[config.mk]
export PLATFORM = sky130hd
export DESIGN_NAME = thdpd_ctrl
export DESIGN_NICKNAME = d
export VERILOG_FILES = /design/src/rtl/table_huffman_delta_pixel_decoder_defines.svh /design/src/rtl/thdpd_pkg.sv /design/src/rtl/thdpd_ctrl.sv
export SDC_FILE = /design/constraint.sdc
export NUM_CORES = 1
export LEC_CHECK = 0
export BUFFER_PORTS_ARGS = -buffer_cell sky130_fd_sc_hd__clkbuf_2
export CORE_AREA = 10 10 47 49
export CTS_BUF_LIST = sky130_fd_sc_hd__clkbuf_4 sky130_fd_sc_hd__clkbuf_8
export CTS_CLUSTER_SIZE = 25
export DETAILED_ROUTE_END_ITERATION = 10
export DIE_AREA = 0 0 57 59
export HOLD_SLACK_MARGIN = 0.15
export PLACE_DENSITY = 0.39
export SYNTH_ARGS = -nofsm -noshare
export SYNTH_HDL_FRONTEND = slang
export SYNTH_SLANG_ARGS = --single-unit
[constraint.sdc]
create_clock -name clk -period 1.2 [get_ports clk]
set_input_delay 0.18 -clock clk [delete_from_list [all_inputs] [get_ports clk]]
set_output_delay 0.18 -clock clk [all_outputs]
set_load 0.02 [all_outputs]
[src/rtl/table_huffman_delta_pixel_decoder_defines.svh]
// Assertion macros shared by the decoder RTL.
// Used by files that carry concurrent checks; expects clk and rst_n in scope.
`ifndef TABLE_HUFFMAN_DELTA_PIXEL_DECODER_DEFINES_SVH
`define TABLE_HUFFMAN_DELTA_PIXEL_DECODER_DEFINES_SVH

`ifndef SYNTHESIS
// Property holds in the same cycle.
`define THDPD_ASSERT(label, prop) \
    label: assert property (@(posedge clk) disable iff (!rst_n) (prop)) \
        else $error("thdpd check failed");
// Antecedent in this cycle implies consequent in the next.
`define THDPD_ASSERT_NEXT(label, ante, cons) \
    label: assert property (@(posedge clk) disable iff (!rst_n) (ante) |=> (cons)) \
        else $error("thdpd check failed");
`else
`define THDPD_ASSERT(label, prop)
`define THDPD_ASSERT_NEXT(label, ante, cons)
`endif

`endif

[src/rtl/thdpd_pkg.sv]
// Shared types and constants for the table driven Huffman delta pixel decoder.
// No dependencies; imported by every module of the block.
package thdpd_pkg;

    // Table geometry
    localparam int TABLE_ROWS    = 512;
    localparam int WIDE_ROOT_ROW = 8;
    localparam int ROW_W         = 9;
    localparam int ROW_AW        = $clog2(TABLE_ROWS);
    localparam int TBL_DEPTH     = TABLE_ROWS * 2;
    localparam int TBL_AW        = $clog2(TBL_DEPTH);

    // Field widths
    localparam int DELTA_W   = 16;
    localparam int ADDR_W    = 24;
    localparam int CNT_W     = 9;
    localparam int BYTE_W    = 8;
    localparam int BIT_IDX_W = 3;
    localparam int PIXELS_MAX = 256;

    // Item modes
    localparam logic [1:0] MODE_TABLE = 2'd0;
    localparam logic [1:0] MODE_START = 2'd1;
    localparam logic [1:0] MODE_DATA  = 2'd2;

    typedef struct packed {
        logic [1:0]         mode;
        logic [ROW_W-1:0]   row_index;
        logic               entry_side;
        logic [DELTA_W-1:0] entry_delta;
        logic [ROW_W-1:0]   entry_next;
        logic               wide_pixels;
        logic [ADDR_W-1:0]  start_address;
        logic [CNT_W-1:0]   pixel_count;
        logic [BYTE_W-1:0]  code_byte;
    } in_t;

    typedef struct packed {
        logic [ADDR_W-1:0]  pixel_address;
        logic [DELTA_W-1:0] pixel_value;
        logic               pixel_is_wide;
        logic               out_of_range;
        logic               run_done;
        logic               last;
    } out_t;

    // One table entry as stored
    typedef struct packed {
        logic [ROW_W-1:0]   next_row;
        logic [DELTA_W-1:0] delta;
    } entry_t;

    typedef enum logic [1:0] {
        S_IDLE,
        S_BITS,
        S_FLUSH
    } ctrl_state_t;

    // Controller to datapath
    typedef struct packed {
        logic wr_table;
        logic start;
        logic load_byte;
        logic step;
        logic flush;
    } cmd_t;

    // Datapath to controller
    typedef struct packed {
        logic run_active;
        logic hit;
        logic run_end;
        logic last_bit;
        logic pend_valid;
        logic out_free;
    } status_t;

endpackage

[src/rtl/thdpd_ctrl.sv]
// Sequencing state machine for the decoder: accepts items, steps code bits.
// Depends on thdpd_pkg.
module thdpd_ctrl
    import thdpd_pkg::*;
(
    input  logic       clk,
    input  logic       rst_n,
    input  logic       item_valid,
    input  logic [1:0] item_mode,
    output logic       item_ready,
    input  status_t    status,
    output cmd_t       cmd
);

    ctrl_state_t state_reg;
    ctrl_state_t state_next;
    logic        stall;

    // A new pixel cannot retire the pending one while the output is held
    assign stall = status.hit && status.pend_valid && !status.out_free;

    // State register
    always_ff @(posedge clk or negedge rst_n)
    begin
        if (!rst_n)
        begin
            state_reg <= S_IDLE;
        end
        else
        begin
            state_reg <= state_next;
        end
    end

    // Next state
    always_comb
    begin
        state_next = state_reg;
        case (state_reg)
            S_IDLE:
            begin
                if (item_valid && item_mode == MODE_DATA && status.run_active)
                begin
                    state_next = S_BITS;
                end
            end
            S_BITS:
            begin
                if (!stall && ((status.hit && status.run_end) || status.last_bit))
                begin
                    state_next = S_FLUSH;
                end
            end
            S_FLUSH:
            begin
                if (!status.pend_valid || status.out_free)
                begin
                    state_next = S_IDLE;
                end
            end
            default:
            begin
                state_next = S_IDLE;
            end
        endcase
    end

    // Outputs
    always_comb
    begin
        cmd        = '0;
        item_ready = 1'b0;
        case (state_reg)
            S_IDLE:
            begin
                item_ready = 1'b1;
                if (item_valid)
                begin
                    case (item_mode)
                        MODE_TABLE: cmd.wr_table  = 1'b1;
                        MODE_START: cmd.start     = 1'b1;
                        MODE_DATA:  cmd.load_byte = status.run_active;
                        default:    cmd           = '0;
                    endcase
                end
            end
            S_BITS:
            begin
                cmd.step = !stall;
            end
            S_FLUSH:
            begin
                cmd.flush = status.pend_valid && status.out_free;
            end
            default:
            begin
                cmd = '0;
            end
        endcase
    end

endmodule

======== Yosys cells after proc, flatten, opt, wreduce, memory -nomap -nowiden ========
Index checks and enable logic that the tools add are counted.
word-level totals
  register bits ........................... 2
  output and inout bits ................... 6
  logic and storage cells ................. 35
operators by class
  eq/ne operators ......................... 7
  muxes and demuxes ....................... 12
  reduce and logical (&&, ||, !) cells .... 15
operator list
  cell                                            number
  logical AND 1 bit                               7
  2-to-1 mux 2 bit                                3
  inequality test 2 bit (second input constant)   3
  case mux 2 bit (3 select lines)                 1
  2-to-1 mux 5 bit                                1
  == test 2 x 1 -> 1 bit (second input constant)  2
  == test 2 bit (second input constant)           2
  logical NOT 2 bit                               2
  2-to-1 mux 1 bit                                4
  case mux 1 bit (2 select lines)                 2
  logical NOT 1 bit                               3
  2-to-1 mux 3 bit                                1
  AND reduction 3 bit                             1
  logical OR 1 bit                                2

======== Depth between registers and ports, before layout ========
Gate-level depths: netlist of run 1.
  depth in word-level cells ............... 6
  mapped depth ............................ 3
  depth with buffers taken out ............ 3

======== Worst setup path after synthesis of run 1 ========
OpenSTA, ideal clock, no wires.
  path kind ............................... register to output
  from .................................... reg state_reg[0]
  to ...................................... out cmd[4] (netlist name)
  arrival time ............................ 1512 ps
  required time ........................... 1020 ps
  slack ................................... -492 ps
  cell stages (with the launch flop) ...... 3
  buffers on the path ..................... 0
  path through ............................ dfrtp_1 nor2_1 nor4bb_1
RTL lines
  what                    line              source
  start, declared         thdpd_ctrl.sv:15  ctrl_state_t state_reg;
  start signal, assigned  thdpd_ctrl.sv:31  state_reg <= state_next;
  end, declared           thdpd_ctrl.sv:12  output cmd_t cmd

==> results.json, run 1 <==
{
  "synth.cell_area_um2": 160.2,
  "cts_max_path_buffers": 2,
  "finalNetCount": 53,
  "final_cell_count_no_fill": 56,
  "power_frac_clock": 0.223,
  "start_kind": "flop",
  "fin_crit_ns": 1.348,
  "maxSlewViolCount": 0,
  "setup-violations-final": 4,
  "grt-ovfl-total": 0,
  "seqPwrFrac": 0.206,
  "grt_pass1_vias": 229,
  "leakage_nw": 0.1857,
  "hpwl_um": 544.1,
  "worst_pin_slew_ns": 0.2148,
  "wl_um": 642,
  "largest_reg_flops": 2,
  "diodes": 0,
  "grt_antenna_before_repair": 0,
  "worstPathArrival_ns": 1.17,
  "drive_gt1_frac": 0.7000,
  "num_rows": 14,
  "cts.sinks": 2,
  "p_sw_mw": 0.2395,
  "portBuffers": 16,
  "areaGrowthSynthToFinish_pct": 141.4,
  "core-area_um2": 1401,
  "whs_ns": 0.1766,
  "violations": "negative setup slack",
  "ant_nets": 0,
  "pwr-share-comb": 0.571,
  "place_inst": 50,
  "syn_inst": 18,
  "syn_nets": 29,
  "die_area_um2": 3363,
  "internal-power_mw": 0.4140,
  "cp.required_ns": 1.02,
  "finClkSkew_ns": 0.001175,
  "drc": 0,
  "clock-root-buffer": "clkbuf_4",
  "synth_area_leader_cell": "dfrtp_1",
  "crit_fanout": 5,
  "drt-wirelength-per-cell_um": 11.46,
  "hold_violations": 0,
  "fin_crit_sh": 1.123,
  "relSlewSlack": 0.8556,
  "via_per_inst": 3.946,
  "peakVddDrop_v": 0.0007572,
  "initial_core_util": 0.1143,
  "htreeDepth": 1,
  "path_clk_slew_ns": 0.03,
  "synth_cell_types": 15,
  "drtIter0Drc": 3,
  "outcome": "finished with violations",
  "synth_warnings": 0,
  "place.gp.congestion": 0.6809,
  "min_path_type": "in2reg",
  "cts_tree": "done",
  "grt_pass1_wl_um": 945,
  "io_pins": 17,
  "vias": 221,
  "seq_area_frac_synth": 0.3125,
  "powerDensity_nw_per_um2": 1690,
  "worstSkewPairLatency_ns": 0.22,
  "drt-pass1-iter-count": 2,
  "grt.total_usage": 0.03585,
  "die_w_um": 57,
  "fin_ws_ns": -0.1480,
  "finalSetupTns_ns": -0.4475,
  "maxCapViolCount": 0,
  "synthTopCellsByArea": "dfrtp_1 (31%), nand2b_4 (8.6%), and4b_1 (6.3%)",
  "end_kind": "primary output",
  "path_class": "reg2out",
  "fp.dieH_um": 59,
  "fmax_mhz": 741.8,
  "synth_top_area_frac": 0.3125,
  "numCtsBuffers": 3,
  "rsz0062_at_grt": "yes",
  "ys_seq_elements": 2,
  "syn_area_per_cell_um2": 8.897,
  "sw_frac_of_total": 0.3665,
  "grt_max_degree": 6
}
==> area by class of cell <==
type	count	area, µm²
Multi-Input combinational cell	15	141.4
Clock buffer	3	22.52
Tap cell	16	20.02
Fill cell	156	1015
Inverter	1	3.754
Sequential cell	2	52.55
Timing Repair Buffer	19	146.4
==> Yosys cell counts, drive strengths merged <==
| cell type | n |
|---|---|
| dfrtp | 2 |
| nor2 | 2 |
| nor3 | 2 |
| a211oi | 1 |
| a21oi | 1 |
| and3b | 1 |
| and4b | 1 |
| inv | 1 |
| nand2 | 1 |
| nand2b | 1 |
| nand4b | 1 |
| nor3b | 1 |
| nor4bb | 1 |
| o31ai | 1 |
| or3 | 1 |
==> worst max-delay path, stage by stage (launching register included) <==
cell      delay [ns]
dfrtp_2         0.43
nor2_4          0.12
nor4bb_4        0.20
clkbuf_8        0.19
==> cell usage in the layout, fill, tap and decap left out, types with 2 or more instances in the layout <==
| cell type | synthesis | routed |
|---|---|---|
| buf_4 | 0 | 3 |
| clkbuf_2 | 0 | 11 |
| clkbuf_4 | 0 | 3 |
| clkbuf_8 | 0 | 2 |
| dfrtp_2 | 0 | 2 |
| nor2_4 | 0 | 2 |
| nor3_1 | 2 | 2 |
==> stage by stage <==
stage / total power [mW] / util / instance area [µm²] / setup slack (ns)
floorplan: 0.3046 / - / 182.7 / -0.02675
global placement: 0.3933 / 0.2018 / 282.8 / 0.02727
detailed placement: 0.3901 / 0.2018 / 282.8 / 0.007795
CTS: 0.6341 / 0.2625 / 367.9 / -0.1687
global route: 0.6919 / 0.2759 / 386.6 / -0.2005
finish: 0.6535 / 0.2759 / 386.6 / -0.1480
==> per-layer routing <==
| metal | global-route usage | vias up | part of all wire |
|---|---|---|---|
| met3 | 0.02146 | 0 | 0.044 |
| met2 | 0.06667 | 2 | 0.63 |
| li1 | - | 115 | - |
| met1 | 0.02847 | 104 | 0.33 |
| met5 | 0 | - | 0 |
| met4 | 0.02013 | 0 | 0 |
==> worst paths after layout <==
kind	cells past startpoint	slack [ns]	startpoint	endpoint
max in group asynchronous	2	0.80	rst_n	state_reg[1]
max	3	-0.15	state_reg[1]	cmd[4]
min	2	0.18	status[0]	state_reg[1]
min in group asynchronous	2	0.29	rst_n	state_reg[0]
max reg2reg	3	0.08	state_reg[1]	state_reg[1]
min reg2reg	1	0.51	state_reg[1]	state_reg[0]
==> cells by family (layout without fill, tap and decap cells) <==
kind of cell,Yosys count,count (layout),share of synthesized area
AOI/OAI and AO/OA,3,3,0.1250
DFF,2,2,0.3125
and+or+nand+nor,12,12,0.5391
buffers and inverters,1,23,0.02342
==> power groups by stage <==
stage / registers (mW) / logic [mW] / clock network, mW
final: 0.135 / 0.373 / 0.146
after detailed placement: 0.140 / 0.250 / 0
after global routing: 0.137 / 0.396 / 0.159
after CTS: 0.135 / 0.342 / 0.157
after global placement: 0.140 / 0.254 / 0
after floorplan: 0.133 / 0.171 / 0
==> what timing repair did <==
action	CTS	global route
endpoints found under the hold margin	2	0
hold buffers	1	0
setup endpoints to repair	6	5
resized for setup	10	6
pin swaps	1	1
buffers inserted	1	1
No activity file was read; power rests on OpenSTA's default activity.
==> inputs of run 2 (changes only) <==
Clock period 1.2 ns to 1.71 ns, I/O delays scaled along.
==> results.json, run 2 (synthesis results as in run 1) <==
{
  "final_cell_count_no_fill": 54,
  "wl_um": 592,
  "die_w_um": 57,
  "path_clk_slew_ns": 0.03,
  "wl_met3_um": 78,
  "areaGrowthSynthToFinish_pct": 86.72,
  "grt_pass1_vias": 264,
  "relSlewSlack": 0.8384,
  "ant_nets": 0,
  "fillers": 159,
  "rsz0062_at_grt": "no",
  "fin_ws_ns": 0.1813,
  "numCtsBuffers": 3,
  "diodes": 0,
  "maxCapViolCount": 0,
  "largest_reg_flops": 2,
  "portBuffers": 16,
  "r2r_start": "state_reg[1]",
  "drive_gt1_frac": 0.5526,
  "initial_core_util": 0.1143,
  "cp.required_ns": 1.45,
  "pwr-share-comb": 0.434,
  "clock-root-buffer": "clkbuf_4",
  "layout_common_cells": "clkbuf_2 (15), clkbuf_4 (3), nor2_1 (2), nor3_1 (2), dfrtp_1 (2)",
  "fp.dieH_um": 59,
  "worst_pin_slew_ns": 0.2424,
  "hp-start": "status[0]",
  "finalNetCount": 51,
  "outcome": "finished, final reports clean",
  "hold_violations": 0,
  "drt-wirelength-per-cell_um": 10.96,
  "wl_met2_um": 283,
  "maxSlewViolCount": 0,
  "io_pins": 17,
  "drt-pass1-iter-count": 2,
  "fin_crit_sh": 0.8940,
  "peakVddDrop_v": 0.0004410,
  "finalSetupTns_ns": 0,
  "power_frac_clock": 0.308,
  "grt.total_usage": 0.04150,
  "fin_crit_ns": 1.529,
  "crit_fanout": 6,
  "grt_max_degree": 7,
  "end_kind": "primary output",
  "grt-ovfl-total": 0,
  "layout_commonest_cell": "clkbuf_2",
  "path_class": "reg2out",
  "crit_path_start": "state_reg[0]",
  "grt_antenna_before_repair": 0,
  "place.gp.congestion": 0.6552,
  "htreeDepth": 1,
  "place_inst": 50,
  "sw_frac_of_total": 0.4084,
  "core-area_um2": 1401,
  "ff2ff_setup_slack_ns": 0.63,
  "r2r_cells": 3,
  "powerDensity_nw_per_um2": 1195,
  "top_layer_used": "met3",
  "leakage_nw": 0.1540,
  "vias": 228,
  "min_to": "state_reg[1]",
  "cts_tree": "done",
  "p_sw_mw": 0.1459,
  "regArea_um2": 50.05,
  "rr_endpoint": "state_reg[1]",
  "place_ws_ns": 0.3893,
  "cts_setup_buffers": 0,
  "via_per_inst": 4.222,
  "min_path_type": "in2reg",
  "cts_max_path_buffers": 2,
  "hold_path_depth": 2,
  "whs_ns": 0.2365,
  "fmax_mhz": 654.1,
  "num_rows": 14,
  "seqPwrFrac": 0.258,
  "drc": 0,
  "wl_met1_um": 231,
  "cts.sinks": 2,
  "grt_pass1_wl_mm": 1.083,
  "worstPathArrival_ns": 1.27,
  "drtIter0Drc": 2,
  "worstSkewPairLatency_ns": 0.23,
  "internal-power_mw": 0.2114,
  "setup-violations-final": 0,
  "final_area_um2": 299.0,
  "multi_input_area_um2": 112.6,
  "start_kind": "flop",
  "finClkSkew_ns": 0.0007500,
  "die_area_um2": 3363,
  "place_area_um2": 266.5
}
-- run 2: repair_timing --
item                                    CTS  global route
hold buffers                              1             0
endpoints found under the setup margin    0             1
gates resized for setup                   0             1
hold endpoints to repair                  2             0
-- run 2: worst max-delay path by stage --
stage | endpoint | slack (ns) | depth (start not counted)
finish | cmd[4] | 0.18 | 3
global route | cmd[4] | 0.005 | 3
CTS | cmd[4] | 0.14 | 3
detailed placement | cmd[4] | 0.39 | 3
global placement | cmd[4] | 0.41 | 3
floorplan | cmd[4] | 0.11 | 2
-- run 2: area by class of cell --
class                      instances  share of cell area
clock buffer                       3             0.07531
tap                               16             0.06695
timing repair buffer              17              0.3013
sequential                         2              0.1674
inverter                           1             0.01255
multi-input combinational         15              0.3766
-- run 2: power groups by stage --
stage | registers, mW | clock network, mW | logic (mW)
after floorplan | 0.0854 | 0 | 0.105
final | 0.0921 | 0.110 | 0.155
after CTS | 0.0927 | 0.115 | 0.158
after global placement | 0.0929 | 0 | 0.159
after global routing | 0.0955 | 0.124 | 0.172
after detailed placement | 0.0916 | 0 | 0.157
-- run 2: metrics by stage --
step | utilization | total power [mW]
final | 0.2134 | 0.3573
after global routing | 0.2134 | 0.3921
after CTS | 0.2134 | 0.3658
after detailed placement | 0.1902 | 0.2491
after global placement | 0.1902 | 0.2520
after floorplan | - | 0.1900
-- run 2: per-layer routing --
| metal | track usage | vias up |
|---|---|---|
| li1 | - | 112 |
| met1 | 0.03805 | 106 |
| met2 | 0.05581 | 10 |
| met3 | 0.04721 | 0 |
| met4 | 0.02013 | 0 |
| met5 | 0 | - |
-- run 2: critical path, cell delays in order (launching register included) --
cell      delay, ns
dfrtp_1        0.45
nor2_1         0.19
nor4bb_2       0.21
buf_2          0.20
==> inputs of run 3 (changes only) <==
Settings changed: PLACE_DENSITY 0.39 to default.
==> results.json, run 3 (synthesis results as in run 1) <==
{
  "place_inst": 50,
  "end_kind": "primary output",
  "cp_slowest_cell": "dfrtp_1",
  "grt-ovfl-total": 0,
  "setup-violations-final": 0,
  "grt_pass1_vias": 224,
  "clock-root-buffer": "clkbuf_4",
  "max_stage_delay_ns": 0.44,
  "worstSkewPairLatency_ns": 0.23,
  "rsz0062_at_grt": "no",
  "cts_tree": "done",
  "cts_max_path_buffers": 2,
  "place.gp.congestion": 0.6634,
  "finClkSkew_ns": 0.002040,
  "drc": 0,
  "hold_violations": 0,
  "initial_core_util": 0.1143,
  "vias": 218,
  "path_class": "reg2out",
  "cts.sinks": 2,
  "final_cell_count_no_fill": 54,
  "numCtsBuffers": 3,
  "maxCapViolCount": 0,
  "powerDensity_nw_per_um2": 1181,
  "worstPathArrival_ns": 1.29,
  "fin_crit_ns": 1.542,
  "start_kind": "flop",
  "finalSetupTns_ns": 0,
  "peakVddDrop_v": 0.0003635,
  "fp.dieH_um": 59,
  "leakage_nw": 0.1533,
  "fin_crit_sh": 0.9019,
  "outcome": "finished, final reports clean",
  "min_path_type": "in2reg",
  "grt.total_usage": 0.03931,
  "worst_pin_slew_ns": 0.2338,
  "maxSlewViolCount": 0,
  "grt_antenna_before_repair": 0,
  "largest_reg_flops": 2,
  "die_w_um": 57,
  "via_per_inst": 4.037,
  "core-area_um2": 1401,
  "drtIter0Drc": 2,
  "grt_pass1_wl_um": 959,
  "layout_common_cells": "clkbuf_2 (16), clkbuf_4 (3), nor2_1 (2), nor3_1 (2), dfrtp_1 (2)",
  "areaGrowthSynthToFinish_pct": 86.72,
  "fmax_mhz": 648.4,
  "cts_setup_buffers": 0,
  "path_clk_slew_ns": 0.03,
  "layout_commonest_cell": "clkbuf_2",
  "wl_um": 612,
  "drt-wirelength-per-cell_um": 11.33,
  "htreeDepth": 1,
  "relSlewSlack": 0.8441,
  "num_rows": 14,
  "cp_num_buf_inv": 1,
  "diodes": 0,
  "io_pins": 17,
  "path_cells": "nor2_1 -> nor4bb_2 -> clkbuf_2",
  "hpwl_um": 558.1,
  "cp_top_family": "flip-flops",
  "ant_nets": 0,
  "drt-pass1-iter-count": 2,
  "crit_fanout": 6,
  "die_area_um2": 3363,
  "drive_gt1_frac": 0.5526,
  "finalNetCount": 51,
  "portBuffers": 16,
  "cp.required_ns": 1.45,
  "grt_max_degree": 7
}
-- run 3: cell types whose count changed in the layout (fill, tap and decap cells not counted) --
cell	delta
clkbuf_2	+1
buf_2	-1
-- run 3: where the power goes --
group / switching [mW] / internal, mW / leakage, nW
sequential: 0.0272 / 0.0633 / 0.0266
clock: 0.0303 / 0.0777 / 0.0138
combinational: 0.0847 / 0.0701 / 0.113
-- run 3: final timing paths --
| path | from | endpoint | slack (ns) | cells after the start |
|---|---|---|---|---|
| worst max-delay path | state_reg[0] | cmd[4] | 0.17 | 3 |
| worst min-delay path | status[0] | state_reg[1] | 0.24 | 2 |
| worst max register to register | state_reg[1] | state_reg[1] | 0.64 | 3 |
| worst min register to register | state_reg[1] | state_reg[0] | 0.51 | 1 |
| max in group asynchronous | rst_n | state_reg[1] | 1.27 | 2 |
| min in group asynchronous | rst_n | state_reg[0] | 0.35 | 2 |
-- run 3: final cells by class --
type                       count  area [µm²]
sequential                     2       50.05
tap                           16       20.02
multi-input combinational     15       112.6
inverter                       1       3.754
timing repair buffer          17       90.09
fill                         173        1102
clock buffer                   3       22.52
-- run 3: metrics by stage --
step | hold WS (ns) | cell area [µm²] | util | power [mW] | setup WS (ns)
after global placement | 0.04439 | 266.5 | 0.1902 | 0.2486 | 0.4154
after CTS | 0.2317 | 299.0 | 0.2134 | 0.3652 | 0.1388
after floorplan | -0.03909 | 166.4 | - | 0.1900 | 0.1148
after detailed placement | 0.04483 | 266.5 | 0.1902 | 0.2490 | 0.3897
after global routing | 0.2415 | 299.0 | 0.2134 | 0.3879 | 0.07935
final | 0.2360 | 299.0 | 0.2134 | 0.3532 | 0.1678
-- run 3: timing repair --
action                                  4_1_cts  5_1_grt
gates resized for setup                       0        0
endpoints found under the setup margin        0        0
hold endpoints to repair                      2        0
hold buffers                                  1        0
-- run 3: worst reg2reg max path: stages, from the launching register on --
cell	delay, ns
dfrtp_1	0.41
nand2b_4	0.16
or3_1	0.34
o31ai_1	0.07
-- run 3: metal layers --
metal / track usage / up-vias / wire (µm)
met5: 0 / - / 0
met4: 0.05034 / 0 / 14
met3: 0.02361 / 2 / 49
met2: 0.06202 / 7 / 353
met1: 0.02966 / 99 / 194
li1: - / 110 / -
